## src/rtl/core/cmfts_pkg.sv

```systemverilog
package cmfts_pkg;

   localparam int MAX_FACE_SIZE = 4096;

   localparam int DIR_W    = 16;
   localparam int SIZE_W   = 13;
   localparam int COORD_W  = 12;
   localparam int OFFSET_W = 24;
   localparam int FACE_W   = 3;
   localparam int MAG_W    = DIR_W;           // magnitude of a component, up to 32768
   localparam int COMP_W   = DIR_W + 1;       // signed face coordinate, may be +32768
   localparam int SUM_W    = DIR_W + 1;       // m + c, 0 .. 65536
   localparam int DEN_W    = MAG_W + 1;       // 2 * m
   localparam int NUM_W    = SIZE_W + SUM_W;  // size * (m + c)
   localparam int QUO_W    = SIZE_W;          // quotient never exceeds size
   localparam int PROD_W   = COORD_W + SIZE_W;
   localparam int CSR_IDX_W = 2;

   localparam int DIV_STEPS = QUO_W;
   localparam int NSTAGE    = 2 + DIV_STEPS + 3;

   localparam logic [FACE_W-1:0] FACE_POS_X = 3'd0;
   localparam logic [FACE_W-1:0] FACE_NEG_X = 3'd1;
   localparam logic [FACE_W-1:0] FACE_POS_Y = 3'd2;
   localparam logic [FACE_W-1:0] FACE_NEG_Y = 3'd3;
   localparam logic [FACE_W-1:0] FACE_POS_Z = 3'd4;
   localparam logic [FACE_W-1:0] FACE_NEG_Z = 3'd5;

   localparam logic [CSR_IDX_W-1:0] REG_FACE_WIDTH  = 2'd0;
   localparam logic [CSR_IDX_W-1:0] REG_FACE_HEIGHT = 2'd1;

   localparam logic [SIZE_W-1:0] RESET_FACE_SIZE = 13'd64;

   typedef struct packed {
      logic [DEN_W-1:0] rem;
      logic [QUO_W-1:0] lo;
      logic [QUO_W-1:0] quo;
   } cmfts_lane_type;

   typedef struct packed {
      logic [FACE_W-1:0]   face;
      logic                zero;
      logic [DEN_W-1:0]    den;
      cmfts_lane_type [1:0] lanes;   // lane 0 is the column, lane 1 the row
   } cmfts_div_type;

   typedef struct packed {
      logic [FACE_W-1:0]   face;
      logic [COORD_W-1:0]  texel_col;
      logic [COORD_W-1:0]  texel_row;
      logic [OFFSET_W-1:0] texel_offset;
      logic                zero_dir;
   } cmfts_rsp_type;

   // A size register of zero counts as one; large values saturate.
   function automatic logic [SIZE_W-1:0] eff_size(input logic [SIZE_W-1:0] size_reg);
      logic [SIZE_W-1:0] result;
      if (size_reg == '0) begin
         result = SIZE_W'(1);
      end else if (size_reg > SIZE_W'(MAX_FACE_SIZE)) begin
         result = SIZE_W'(MAX_FACE_SIZE);
      end else begin
         result = size_reg;
      end
      return result;
   endfunction

endpackage

```

## src/rtl/core/cmfts_if.sv

```systemverilog
interface cmfts_req_if;
   logic                                valid;
   logic                                ready;
   logic signed [cmfts_pkg::DIR_W-1:0]  dir_x;
   logic signed [cmfts_pkg::DIR_W-1:0]  dir_y;
   logic signed [cmfts_pkg::DIR_W-1:0]  dir_z;
   modport source (output valid, output dir_x, output dir_y, output dir_z, input ready);
   modport sink   (input valid, input dir_x, input dir_y, input dir_z, output ready);
endinterface

interface cmfts_rsp_if;
   logic                                valid;
   logic                                ready;
   logic [cmfts_pkg::FACE_W-1:0]        face;
   logic [cmfts_pkg::COORD_W-1:0]       texel_col;
   logic [cmfts_pkg::COORD_W-1:0]       texel_row;
   logic [cmfts_pkg::OFFSET_W-1:0]      texel_offset;
   logic                                zero_dir;
   modport source (output valid, output face, output texel_col, output texel_row,
                   output texel_offset, output zero_dir, input ready);
   modport sink   (input valid, input face, input texel_col, input texel_row,
                   input texel_offset, input zero_dir, output ready);
endinterface

interface cmfts_csr_if;
   logic                                valid;
   logic                                ready;
   logic [cmfts_pkg::CSR_IDX_W-1:0]     index;
   logic [cmfts_pkg::SIZE_W-1:0]        data;
   modport source (output valid, output index, output data, input ready);
   modport sink   (input valid, input index, input data, output ready);
endinterface

```

## src/rtl/core/cmfts_classify.sv

```systemverilog
module cmfts_classify (
   input  logic                                clock,
   input  logic [1:0]                          en,
   input  logic signed [cmfts_pkg::DIR_W-1:0]  dir_x,
   input  logic signed [cmfts_pkg::DIR_W-1:0]  dir_y,
   input  logic signed [cmfts_pkg::DIR_W-1:0]  dir_z,
   input  logic [cmfts_pkg::SIZE_W-1:0]        width_eff,
   input  logic [cmfts_pkg::SIZE_W-1:0]        height_eff,
   output cmfts_pkg::cmfts_div_type            div_ff
);

   logic [cmfts_pkg::MAG_W-1:0]          ax, ay, az, mag;
   logic signed [cmfts_pkg::COMP_W-1:0]  xe, ye, ze, cu, cv;
   logic signed [cmfts_pkg::COMP_W:0]    su_full, sv_full;
   logic [cmfts_pkg::FACE_W-1:0]         face;
   logic                                 zero;

   logic [cmfts_pkg::FACE_W-1:0]  face_ff;
   logic                          zero_ff;
   logic [cmfts_pkg::MAG_W-1:0]   mag_ff;
   logic [cmfts_pkg::SUM_W-1:0]   sum_u_ff, sum_v_ff;

   logic [cmfts_pkg::NUM_W-1:0]   num_u, num_v;
   cmfts_pkg::cmfts_div_type      div_in;

   always_comb begin
      ax = dir_x[cmfts_pkg::DIR_W-1] ? cmfts_pkg::MAG_W'(-dir_x) : cmfts_pkg::MAG_W'(dir_x);
      ay = dir_y[cmfts_pkg::DIR_W-1] ? cmfts_pkg::MAG_W'(-dir_y) : cmfts_pkg::MAG_W'(dir_y);
      az = dir_z[cmfts_pkg::DIR_W-1] ? cmfts_pkg::MAG_W'(-dir_z) : cmfts_pkg::MAG_W'(dir_z);
      xe = {dir_x[cmfts_pkg::DIR_W-1], dir_x};
      ye = {dir_y[cmfts_pkg::DIR_W-1], dir_y};
      ze = {dir_z[cmfts_pkg::DIR_W-1], dir_z};

      // Ties go to z first, then to y.
      if ((az >= ax) && (az >= ay)) begin
         face = dir_z[cmfts_pkg::DIR_W-1] ? cmfts_pkg::FACE_NEG_Z : cmfts_pkg::FACE_POS_Z;
         mag  = az;
         cu   = dir_z[cmfts_pkg::DIR_W-1] ? -xe : xe;
         cv   = ye;
      end else if (ay >= ax) begin
         face = dir_y[cmfts_pkg::DIR_W-1] ? cmfts_pkg::FACE_NEG_Y : cmfts_pkg::FACE_POS_Y;
         mag  = ay;
         cu   = xe;
         cv   = dir_y[cmfts_pkg::DIR_W-1] ? -ze : ze;
      end else begin
         face = dir_x[cmfts_pkg::DIR_W-1] ? cmfts_pkg::FACE_NEG_X : cmfts_pkg::FACE_POS_X;
         mag  = ax;
         cu   = dir_x[cmfts_pkg::DIR_W-1] ? ze : -ze;
         cv   = -ye;
      end

      zero = (mag == '0);
      if (zero) begin
         face = cmfts_pkg::FACE_POS_Z;
      end

      su_full = $signed({2'b00, mag}) + $signed({cu[cmfts_pkg::COMP_W-1], cu});
      sv_full = $signed({2'b00, mag}) + $signed({cv[cmfts_pkg::COMP_W-1], cv});
   end

   always_ff @(posedge clock) begin
      if (en[0]) begin
         face_ff  <= face;
         zero_ff  <= zero;
         mag_ff   <= mag;
         sum_u_ff <= su_full[cmfts_pkg::SUM_W-1:0];
         sum_v_ff <= sv_full[cmfts_pkg::SUM_W-1:0];
      end
   end

   // The quotient fits in QUO_W bits, so the upper numerator bits start out
   // below the divisor and seed the remainder directly.
   always_comb begin
      num_u = {{cmfts_pkg::SUM_W{1'b0}}, width_eff} *
              {{cmfts_pkg::SIZE_W{1'b0}}, sum_u_ff};
      num_v = {{cmfts_pkg::SUM_W{1'b0}}, height_eff} *
              {{cmfts_pkg::SIZE_W{1'b0}}, sum_v_ff};
      div_in.face           = face_ff;
      div_in.zero           = zero_ff;
      div_in.den            = {mag_ff, 1'b0};
      div_in.lanes[0].rem   = num_u[cmfts_pkg::NUM_W-1:cmfts_pkg::QUO_W];
      div_in.lanes[0].lo    = num_u[cmfts_pkg::QUO_W-1:0];
      div_in.lanes[0].quo   = '0;
      div_in.lanes[1].rem   = num_v[cmfts_pkg::NUM_W-1:cmfts_pkg::QUO_W];
      div_in.lanes[1].lo    = num_v[cmfts_pkg::QUO_W-1:0];
      div_in.lanes[1].quo   = '0;
   end

   always_ff @(posedge clock) begin
      if (en[1]) begin
         div_ff <= div_in;
      end
   end

endmodule

```

## src/rtl/core/cmfts_div_step.sv

```systemverilog
module cmfts_div_step (
   input  logic                      clock,
   input  logic                      en,
   input  cmfts_pkg::cmfts_div_type  stage_d,
   output cmfts_pkg::cmfts_div_type  step_ff
);

   cmfts_pkg::cmfts_div_type        step_in;
   logic [cmfts_pkg::DEN_W:0]       trial [2];
   logic [cmfts_pkg::DEN_W:0]       den_ext;

   // One restoring step per lane: shift in the next numerator bit and
   // subtract the divisor when it fits.
   always_comb begin
      step_in = stage_d;
      den_ext = {1'b0, stage_d.den};
      for (int j = 0; j < 2; j++) begin
         trial[j] = {stage_d.lanes[j].rem, stage_d.lanes[j].lo[cmfts_pkg::QUO_W-1]};
         step_in.lanes[j].lo = {stage_d.lanes[j].lo[cmfts_pkg::QUO_W-2:0], 1'b0};
         if (trial[j] >= den_ext) begin
            step_in.lanes[j].rem = cmfts_pkg::DEN_W'(trial[j] - den_ext);
            step_in.lanes[j].quo = {stage_d.lanes[j].quo[cmfts_pkg::QUO_W-2:0], 1'b1};
         end else begin
            step_in.lanes[j].rem = trial[j][cmfts_pkg::DEN_W-1:0];
            step_in.lanes[j].quo = {stage_d.lanes[j].quo[cmfts_pkg::QUO_W-2:0], 1'b0};
         end
      end
   end

   always_ff @(posedge clock) begin
      if (en) begin
         step_ff <= step_in;
      end
   end

endmodule

```

## src/rtl/core/cmfts_finish.sv

```systemverilog
module cmfts_finish (
   input  logic                          clock,
   input  logic [2:0]                    en,
   input  cmfts_pkg::cmfts_div_type      div_d,
   input  logic [cmfts_pkg::SIZE_W-1:0]  width_eff,
   input  logic [cmfts_pkg::SIZE_W-1:0]  height_eff,
   output cmfts_pkg::cmfts_rsp_type      rsp_ff
);

   logic [cmfts_pkg::SIZE_W-1:0]    w_max, h_max, col_full, row_full;

   logic [cmfts_pkg::FACE_W-1:0]    face_ff, face2_ff;
   logic                            zero_ff, zero2_ff;
   logic [cmfts_pkg::COORD_W-1:0]   col_ff, row_ff, col2_ff, row2_ff;
   logic [cmfts_pkg::PROD_W-1:0]    prod_ff;
   logic [cmfts_pkg::PROD_W:0]      off_sum;
   cmfts_pkg::cmfts_rsp_type        rsp_in;

   always_comb begin
      w_max = width_eff - cmfts_pkg::SIZE_W'(1);
      h_max = height_eff - cmfts_pkg::SIZE_W'(1);
      // A zero direction lands on the centre texel; half the size never
      // exceeds size minus one.
      if (div_d.zero) begin
         col_full = width_eff >> 1;
         row_full = height_eff >> 1;
      end else begin
         col_full = (div_d.lanes[0].quo > w_max) ? w_max : div_d.lanes[0].quo;
         row_full = (div_d.lanes[1].quo > h_max) ? h_max : div_d.lanes[1].quo;
      end
   end

   always_ff @(posedge clock) begin
      if (en[0]) begin
         face_ff <= div_d.face;
         zero_ff <= div_d.zero;
         col_ff  <= col_full[cmfts_pkg::COORD_W-1:0];
         row_ff  <= row_full[cmfts_pkg::COORD_W-1:0];
      end
   end

   always_ff @(posedge clock) begin
      if (en[1]) begin
         face2_ff <= face_ff;
         zero2_ff <= zero_ff;
         col2_ff  <= col_ff;
         row2_ff  <= row_ff;
         prod_ff  <= {{cmfts_pkg::SIZE_W{1'b0}}, row_ff} *
                     {{cmfts_pkg::COORD_W{1'b0}}, width_eff};
      end
   end

   always_comb begin
      off_sum             = {{(cmfts_pkg::PROD_W - cmfts_pkg::COORD_W + 1){1'b0}}, col2_ff} +
                            {1'b0, prod_ff};
      rsp_in.face         = face2_ff;
      rsp_in.texel_col    = col2_ff;
      rsp_in.texel_row    = row2_ff;
      rsp_in.texel_offset = off_sum[cmfts_pkg::OFFSET_W-1:0];
      rsp_in.zero_dir     = zero2_ff;
   end

   always_ff @(posedge clock) begin
      if (en[2]) begin
         rsp_ff <= rsp_in;
      end
   end

endmodule

```

## src/rtl/core/cube_map_face_texel_select.sv

```systemverilog
// A request passes through 18 register stages (two for face selection and
// scaling, 13 for the bit-per-stage divider, three for clamping and the offset
// multiply-add).
// Throughput: one request per cycle; every stage holds under back-pressure.
// Reset: synchronous, active high; clears all stage valid bits and sets both
// face sizes to 64.
module cube_map_face_texel_select (
   input  logic            clock,
   input  logic            reset,
   cmfts_req_if.sink       req_chan,
   cmfts_rsp_if.source     rsp_chan,
   cmfts_csr_if.sink       csr_chan
);

   localparam int NS = cmfts_pkg::NSTAGE;
   localparam int DS = cmfts_pkg::DIV_STEPS;

   logic [cmfts_pkg::SIZE_W-1:0]  width_ff, height_ff, width_in, height_in;
   logic [cmfts_pkg::SIZE_W-1:0]  width_eff, height_eff;

   logic [NS-1:0]  valid_ff, valid_in, vsrc;
   logic [NS:0]    rdy;

   cmfts_pkg::cmfts_div_type      div_chain [DS+1];
   cmfts_pkg::cmfts_rsp_type      rsp_data;

   // Configuration registers.
   always_comb begin
      width_in  = width_ff;
      height_in = height_ff;
      if (csr_chan.valid) begin
         case (csr_chan.index)
            cmfts_pkg::REG_FACE_WIDTH:  width_in  = csr_chan.data;
            cmfts_pkg::REG_FACE_HEIGHT: height_in = csr_chan.data;
            default: ;
         endcase
      end
   end

   always_ff @(posedge clock) begin
      if (reset) begin
         width_ff  <= cmfts_pkg::RESET_FACE_SIZE;
         height_ff <= cmfts_pkg::RESET_FACE_SIZE;
      end else begin
         width_ff  <= width_in;
         height_ff <= height_in;
      end
   end

   assign csr_chan.ready = 1'b1;
   assign width_eff      = cmfts_pkg::eff_size(width_ff);
   assign height_eff     = cmfts_pkg::eff_size(height_ff);

   // A stage loads when it is empty or its successor moves on.
   always_comb begin
      rdy[NS] = rsp_chan.ready;
      for (int i = NS - 1; i >= 0; i--) begin
         rdy[i] = !valid_ff[i] || rdy[i+1];
      end
      vsrc = {valid_ff[NS-2:0], req_chan.valid};
      for (int i = 0; i < NS; i++) begin
         valid_in[i] = rdy[i] ? vsrc[i] : valid_ff[i];
      end
   end

   always_ff @(posedge clock) begin
      if (reset) begin
         valid_ff <= '0;
      end else begin
         valid_ff <= valid_in;
      end
   end

   assign req_chan.ready = rdy[0];

   cmfts_classify u_classify (
      .clock      (clock),
      .en         (rdy[1:0]),
      .dir_x      (req_chan.dir_x),
      .dir_y      (req_chan.dir_y),
      .dir_z      (req_chan.dir_z),
      .width_eff  (width_eff),
      .height_eff (height_eff),
      .div_ff     (div_chain[0])
   );

   for (genvar k = 0; k < DS; k++) begin : g_div
      cmfts_div_step u_step (
         .clock   (clock),
         .en      (rdy[2+k]),
         .stage_d (div_chain[k]),
         .step_ff (div_chain[k+1])
      );
   end

   cmfts_finish u_finish (
      .clock      (clock),
      .en         (rdy[NS-1:NS-3]),
      .div_d      (div_chain[DS]),
      .width_eff  (width_eff),
      .height_eff (height_eff),
      .rsp_ff     (rsp_data)
   );

   assign rsp_chan.valid        = valid_ff[NS-1];
   assign rsp_chan.face         = rsp_data.face;
   assign rsp_chan.texel_col    = rsp_data.texel_col;
   assign rsp_chan.texel_row    = rsp_data.texel_row;
   assign rsp_chan.texel_offset = rsp_data.texel_offset;
   assign rsp_chan.zero_dir     = rsp_data.zero_dir;

   // Requests are refused only when every stage holds an item.
   a_full_when_blocked: assert property (@(posedge clock) disable iff (reset)
      !req_chan.ready |-> (&valid_ff))
      else $error("request refused while a pipeline stage is empty");

   a_face_range: assert property (@(posedge clock) disable iff (reset)
      rsp_chan.valid |-> (rsp_chan.face <= cmfts_pkg::FACE_NEG_Z))
      else $error("face index out of range");

   a_texel_clamped: assert property (@(posedge clock) disable iff (reset)
      rsp_chan.valid |-> ({1'b0, rsp_chan.texel_col} < width_eff) &&
                         ({1'b0, rsp_chan.texel_row} < height_eff))
      else $error("texel coordinate beyond face size");

   a_zero_centre: assert property (@(posedge clock) disable iff (reset)
      rsp_chan.valid && rsp_chan.zero_dir |->
         (rsp_chan.face == cmfts_pkg::FACE_POS_Z) &&
         ({1'b0, rsp_chan.texel_col} == (width_eff >> 1)) &&
         ({1'b0, rsp_chan.texel_row} == (height_eff >> 1)))
      else $error("zero direction not mapped to the centre of +z");

endmodule

```

## src/flat_wrapper.sv

```systemverilog
// flat-port wrapper written by rule: the top's interface ports become plain ports
module cube_map_face_texel_select_flat 
  (clock, reset, req_chan_valid, req_chan_dir_x, req_chan_dir_y, req_chan_dir_z, req_chan_ready, rsp_chan_valid, rsp_chan_face, rsp_chan_texel_col, rsp_chan_texel_row, rsp_chan_texel_offset, rsp_chan_zero_dir, rsp_chan_ready, csr_chan_valid, csr_chan_index, csr_chan_data, csr_chan_ready);
  cmfts_req_if req_chan_i ();
  cmfts_rsp_if rsp_chan_i ();
  cmfts_csr_if csr_chan_i ();
  input  logic clock;
  input  logic reset;
  input wire logic [$bits(req_chan_i.valid)-1:0] req_chan_valid;
  input wire logic [$bits(req_chan_i.dir_x)-1:0] req_chan_dir_x;
  input wire logic [$bits(req_chan_i.dir_y)-1:0] req_chan_dir_y;
  input wire logic [$bits(req_chan_i.dir_z)-1:0] req_chan_dir_z;
  output wire logic [$bits(req_chan_i.ready)-1:0] req_chan_ready;
  output wire logic [$bits(rsp_chan_i.valid)-1:0] rsp_chan_valid;
  output wire logic [$bits(rsp_chan_i.face)-1:0] rsp_chan_face;
  output wire logic [$bits(rsp_chan_i.texel_col)-1:0] rsp_chan_texel_col;
  output wire logic [$bits(rsp_chan_i.texel_row)-1:0] rsp_chan_texel_row;
  output wire logic [$bits(rsp_chan_i.texel_offset)-1:0] rsp_chan_texel_offset;
  output wire logic [$bits(rsp_chan_i.zero_dir)-1:0] rsp_chan_zero_dir;
  input wire logic [$bits(rsp_chan_i.ready)-1:0] rsp_chan_ready;
  input wire logic [$bits(csr_chan_i.valid)-1:0] csr_chan_valid;
  input wire logic [$bits(csr_chan_i.index)-1:0] csr_chan_index;
  input wire logic [$bits(csr_chan_i.data)-1:0] csr_chan_data;
  output wire logic [$bits(csr_chan_i.ready)-1:0] csr_chan_ready;
  assign req_chan_i.valid = req_chan_valid;
  assign req_chan_i.dir_x = req_chan_dir_x;
  assign req_chan_i.dir_y = req_chan_dir_y;
  assign req_chan_i.dir_z = req_chan_dir_z;
  assign req_chan_ready = req_chan_i.ready;
  assign rsp_chan_valid = rsp_chan_i.valid;
  assign rsp_chan_face = rsp_chan_i.face;
  assign rsp_chan_texel_col = rsp_chan_i.texel_col;
  assign rsp_chan_texel_row = rsp_chan_i.texel_row;
  assign rsp_chan_texel_offset = rsp_chan_i.texel_offset;
  assign rsp_chan_zero_dir = rsp_chan_i.zero_dir;
  assign rsp_chan_i.ready = rsp_chan_ready;
  assign csr_chan_i.valid = csr_chan_valid;
  assign csr_chan_i.index = csr_chan_index;
  assign csr_chan_i.data = csr_chan_data;
  assign csr_chan_ready = csr_chan_i.ready;
  cube_map_face_texel_select u_core (.clock(clock), .reset(reset), .req_chan(req_chan_i), .rsp_chan(rsp_chan_i), .csr_chan(csr_chan_i));
endmodule
```

## config.mk

```make
export PLATFORM = sky130hd
export DESIGN_NAME = cube_map_face_texel_select_flat
export DESIGN_NICKNAME = d
export VERILOG_FILES = /design/src/rtl/core/cmfts_pkg.sv /design/src/rtl/core/cmfts_if.sv /design/src/rtl/core/cmfts_classify.sv /design/src/rtl/core/cmfts_div_step.sv /design/src/rtl/core/cmfts_finish.sv /design/src/rtl/core/cube_map_face_texel_select.sv /design/src/flat_wrapper.sv
export SDC_FILE = /design/constraint.sdc
export NUM_CORES = 2
export LEC_CHECK = 0
export ABC_AREA = 1
export BUFFER_PORTS_ARGS = -buffer_cell sky130_fd_sc_hd__buf_2
export CORE_UTILIZATION = 62
export CTS_CLUSTER_DIAMETER = 120
export DETAILED_ROUTE_END_ITERATION = 12
export GPL_TIMING_DRIVEN = 0
export PLACE_DENSITY = 0.79
export SETUP_SLACK_MARGIN = 0.05
export SYNTH_ARGS = -nofsm -noshare
export SYNTH_HDL_FRONTEND = slang
export SYNTH_SLANG_ARGS = --single-unit
```

## constraint.sdc

```tcl
create_clock -name clock -period 29.8 [get_ports clock]
set_input_delay 7.45 -clock clock [delete_from_list [all_inputs] [get_ports clock]]
set_output_delay 7.45 -clock clock [all_outputs]
set_load 0.02 [all_outputs]
```

[After elaboration in Yosys (flattened, before gate mapping)]
Index checks and enable logic that the tools add are counted.
Word-level totals
  word-level logic and storage cells: 348
  output and inout port bits: 55
  register bits after elaboration: 1300
Cells by class
  equal/unequal tests: 1
  $lt $le $gt $ge: 33
  multiply operators: 3
  $add $sub $neg: 35
  mux-type cells: 75
  reduce and logical (&&, ||, !) cells: 43
Operators by type and width (count)
  two-way mux 17 bit: 31
  >= comparator 18 x 17 -> 1 bit: 26
  subtractor 17 bit: 24
  two-way mux 16 bit: 5
  multiplier 13 x 17 -> 30 bit: 2
  two-way mux 13 bit: 4
  negator 16 -> 17 bit: 3
  >= comparator 16 bit: 3
  two-way mux 12 bit: 4
  negator 16 bit: 3
  adder 17 bit: 2
  two-way mux 1 bit: 29
  greater-than comparator 13 bit: 2
  greater-than comparator 13 bit, second input constant: 2
  zero test 13 bit: 2
  subtractor 13 x 1 -> 13 bit, second input constant: 2
  adder 12 x 24 -> 24 bit: 1
  multiplier 12 x 13 -> 24 bit: 1
  zero test 1 bit: 18
  logical OR 1 bit: 18
  zero test 16 bit: 1
  AND reduction 2 bit: 2
  two-way mux 3 bit: 1
  == test 2 x 1 -> 1 bit, second input constant: 1
  3 further kinds: 3

[Logic depth before layout (Yosys ltp)]
  word-level depth: 19
  depth in mapped cells: 33

[Hierarchy]
A second synthesis with hierarchy kept.
Unflattened totals
  cell total of the unflattened synthesis: 13520
  area, all modules: 115603.4 sq um
Modules (own cells, without submodules)
  cmfts_div_step (u_core.g_div[10].u_step ...): area each 5978.2 sq um, cells each 682, times used 10
  cmfts_classify: area each 23944.2 sq um, cells each 3016, times used 1
  cmfts_finish: area each 12001.5 sq um, cells each 1402, times used 1
  cmfts_div_step (u_core.g_div[8].u_step): area each 6042.0 sq um, cells each 682, times used 1
  cmfts_div_step (u_core.g_div[9].u_step): area each 6008.3 sq um, cells each 682, times used 1
  cmfts_div_step (u_core.g_div[0].u_step): area each 5983.2 sq um, cells each 676, times used 1
  cube_map_face_texel_select: area each 1841.8 sq um, cells each 242, times used 1

[Worst setup path after synthesis]
Ideal clock, no wire load.
  path kind: input port to output port
  start: input port rsp_chan_ready
  end: output port req_chan_ready
  path buffers: 0
  setup slack: 5.777 ns
  data required time: 22.350 ns
  cell stages on the path: 10
  arrival: 16.573 ns
  cells stage by stage: inv_1 nand3_2 nor2_2 nand4_2 nor2_2 nand4_2 nor2_2 nand4_2 nor2_2 nand4_1
Between the ends
  word-level cells in the longest chain between the ends: 18
Ends and longest elaborated chain
  from (decl): RTL line flat_wrapper.sv:20  | input wire logic [$bits(rsp_chan_i.ready)-1:0] rsp_chan_ready;
  logical OR 1 bit (2 in a row): RTL line cube_map_face_texel_select.sv:58  | rdy[i] = !valid_ff[i] || rdy[i+1];
  via u_core.rdy[16]: RTL line cube_map_face_texel_select.sv:22  | logic [NS:0] rdy;
  logical OR 1 bit (4 in a row): RTL line cube_map_face_texel_select.sv:58
  via u_core.g_div[10].u_step.en: RTL line cmfts_div_step.sv:3  | input logic en,
  logical OR 1 bit (4 in a row): RTL line cube_map_face_texel_select.sv:58
  via u_core.g_div[6].u_step.en: RTL line cmfts_div_step.sv:3
  logical OR 1 bit (4 in a row): RTL line cube_map_face_texel_select.sv:58
  via u_core.g_div[2].u_step.en: RTL line cmfts_div_step.sv:3
  logical OR 1 bit (4 in a row): RTL line cube_map_face_texel_select.sv:58
  to (decl): RTL line flat_wrapper.sv:13  | output wire logic [$bits(req_chan_i.ready)-1:0] req_chan_ready;
The timed path passes the listed nets, and every way through them passes these cells.

[Worst setup path after layout]
Ends and elaborated chain as after synthesis.

==> metrics.cfg <==
[run_status]
status=complete, but fails checks
violations=max-capacitance violations, max-slew violations

[detailed_routing]
ant_nets=0
drt-initial-drc-count=6873
drc_errors=0
drt_pre_antenna_iters=6
dr_total_vias=68300
wl_per_cell_um=22.1
wl_mm=257
viasPerCell=5.86

[power]
p_leak_nw=45.4
power-per-cell-area_mw_per_mm2=124
vdd_drop_max_mv=0.0945
fin_total_pwr_mw=12.1

[floorplanning]
die_area_mm2=0.146
pin_count=123
fp-row-count=138
start_util_pct=62.8
coreArea_mm2=0.142
die_h_um=382
fp.dieW_um=382

[run]
maxCapViolCount=1

[worst_setup_path]
crit_chain=buf_2, inv_1, nand3_2, nor2_2, nand4_4, nor2_2, nand4_4, nor2_2, nand4_4, nor2_2, nand4_1, buf_8, buf_8, buf_2
critPathMaxStageDelay_ns=0.86
critPathBufInv=5
worst_ep_required_time_ns=22.35
path_class=primary input to output port
start_kind=primary input
cp_common_cell=nor2_2
reg2reg_slack_ns=21.65
cp_top_family=simple AND/OR/NAND/NOR gates
crit_path_end_kind=output port
crit_fanout=37
arrival_ns=13.39
critPathSlowestCell=nand4_4

[clock_tree]
cts_hold_buf=0
clockRootBuffer=clkbuf_16
clock_latency_ns=0.79
htreeDepth=4
cts_made_buffers=136
cts_max_path_buffers=3
path_clk_slew_ns=0.06
post_cts_resize_count=0
post_cts_buffers=0
tritoncts=yes
clock_sinks=1300

[yosys]
synthCells=9373
syn_area_mm2=0.0893
synthFlopType=edfxtp_1
synth_top_area_cell=edfxtp_1
ys_async_sr_fraction_pct=0
synth_cell_types=66
synth.net_count=10700
ys_seq_area_share_pct=43.2
synthTopCellsByCount=nand2_1 (1794), inv_1 (1522), edfxtp_1 (1256)
yosys_warnings=0
ys_seq_elements=1300
ys_top_cells_by_area=edfxtp_1 (42%), ha_1 (11%), fa_1 (10%)
synth-edff-count=1256
synth.top_cell.area_share_pct=42.2
yosysMostFrequentCell=nand2_1
syn_area_per_cell_um2=9.53

[timing]
finClkSkew_ns=0.0380
slew_headroom_pct=-1.54
fmax_mhz=48.0
min_period_ns=20.84
rsz0062_at_grt=false
setup_viol=0
hold_violations=0
tightest_slew_ns=1.52
maxSlewViolCount=11
worst_slack_ns=8.96
tns_ns=0
min_period_over_period_pct=69.9

[grt]
grt_start_max_net_pins=74
gr-usage-all-layers_pct=35.5
antenna_found_initial=2
grt_pass1_vias=69000
overflow=0
grt_pass1_wl_mm=395

[placement]
dp_slack_ns=9.16
hpwlAfterDp_mm=200
place.port_buffers=120
finalWeightedCongestion=1.02
dp.cells=11400

[finish]
fin_nets=10900
stdcell_count=11700
drive_gt1_share_pct=4.72
syn2layout_area_growth_pct=9.22

[min_path]
hp-class=register to register

==> report_power, final <==
part | internal, mW | switching (mW)
logic | 2.29 | 4.27
registers | 3.17 | 0.560
clock network | 1.05 | 0.748
==> logic make-up after synthesis <==
family	count (synthesis)	synth area share, %
AOI/OAI and AO/OA	1637	10.1
and+or+nand+nor	2999	13.5
buffers and inverters	1731	7.35
DFF	1300	43.2
other	1	0.00420
adders and majority gates	1218	21.0
xor gates and xnor gates	487	4.78
==> sequential cells by signal (all words and copies together), names as in the netlist, 13 cells and up <==
name / count
u_core.u_classify.mag_ff: 16
u_core.u_classify.sum_v_ff: 17
u_core.g_div.u_step.step_ff: 990
u_core.width_ff: 13
u_core.u_classify.sum_u_ff: 17
u_core.u_classify.div_ff: 80
u_core.valid_ff: 18
u_core.u_finish.rsp_ff: 52
u_core.height_ff: 13
u_core.u_finish.prod_ff: 24
==> final timing paths <==
check | start | end | cells after the start
hold / removal | u_core.g_div[7].u_step.step_ff[64]$_DFFE_PP_ | u_core.g_div[8].u_step.step_ff[65]$_DFFE_PP_ | 0
hold reg to reg | u_core.g_div[7].u_step.step_ff[64]$_DFFE_PP_ | u_core.g_div[8].u_step.step_ff[65]$_DFFE_PP_ | 0
setup reg to reg | u_core.width_ff[7]$_SDFFE_PP0P_ | u_core.u_classify.div_ff[39]$_DFFE_PP_ | 26
setup / recovery | rsp_chan_ready | req_chan_ready | 14
==> through the flow <==
step                cell area [µm²]  hold slack, ns  util [%]
floorplan                     89300           0.400         -
global placement              92300           0.401      64.9
detailed placement            92800           0.405      65.2
CTS                           97500           0.401      68.6
global route                  97500           0.403      68.6
finish                        97500           0.402      68.6
==> final cells by class <==
| type | count | area (µm²) |
|---|---|---|
| antenna | 2 | 5.00 |
| buffer | 180 | 746 |
| clock buffer | 163 | 3630 |
| clock inverter | 84 | 1080 |
| fill | 10900 | 44700 |
| inverter | 1551 | 5830 |
| multi-input combinational | 6342 | 44200 |
| sequential | 1300 | 38600 |
| tap | 1890 | 2360 |
| timing repair buffer | 139 | 1060 |
==> per-layer routing <==
layer,GRT usage [%],vias up,wire length (µm)
li1,-,31700,-
met1,44.8,32900,101000
met2,60.0,3031,123000
met3,5.58,700,19200
met4,16.9,2,13600
met5,0,-,8
==> cells in the final DEF (no fill, tap or decap), types with 152 or more instances in the layout <==
cell,netlist,routed
xor2_1,296,296
fa_1,466,466
edfxtp_1,1256,1256
nand3_1,166,165
xnor2_1,190,190
ha_1,752,752
a21oi_1,622,622
buf_2,32,152
nor2_1,780,780
o21ai_0,665,665
nand2_1,1794,1789
inv_1,1522,1517
(Power assumes the default switching activity.)
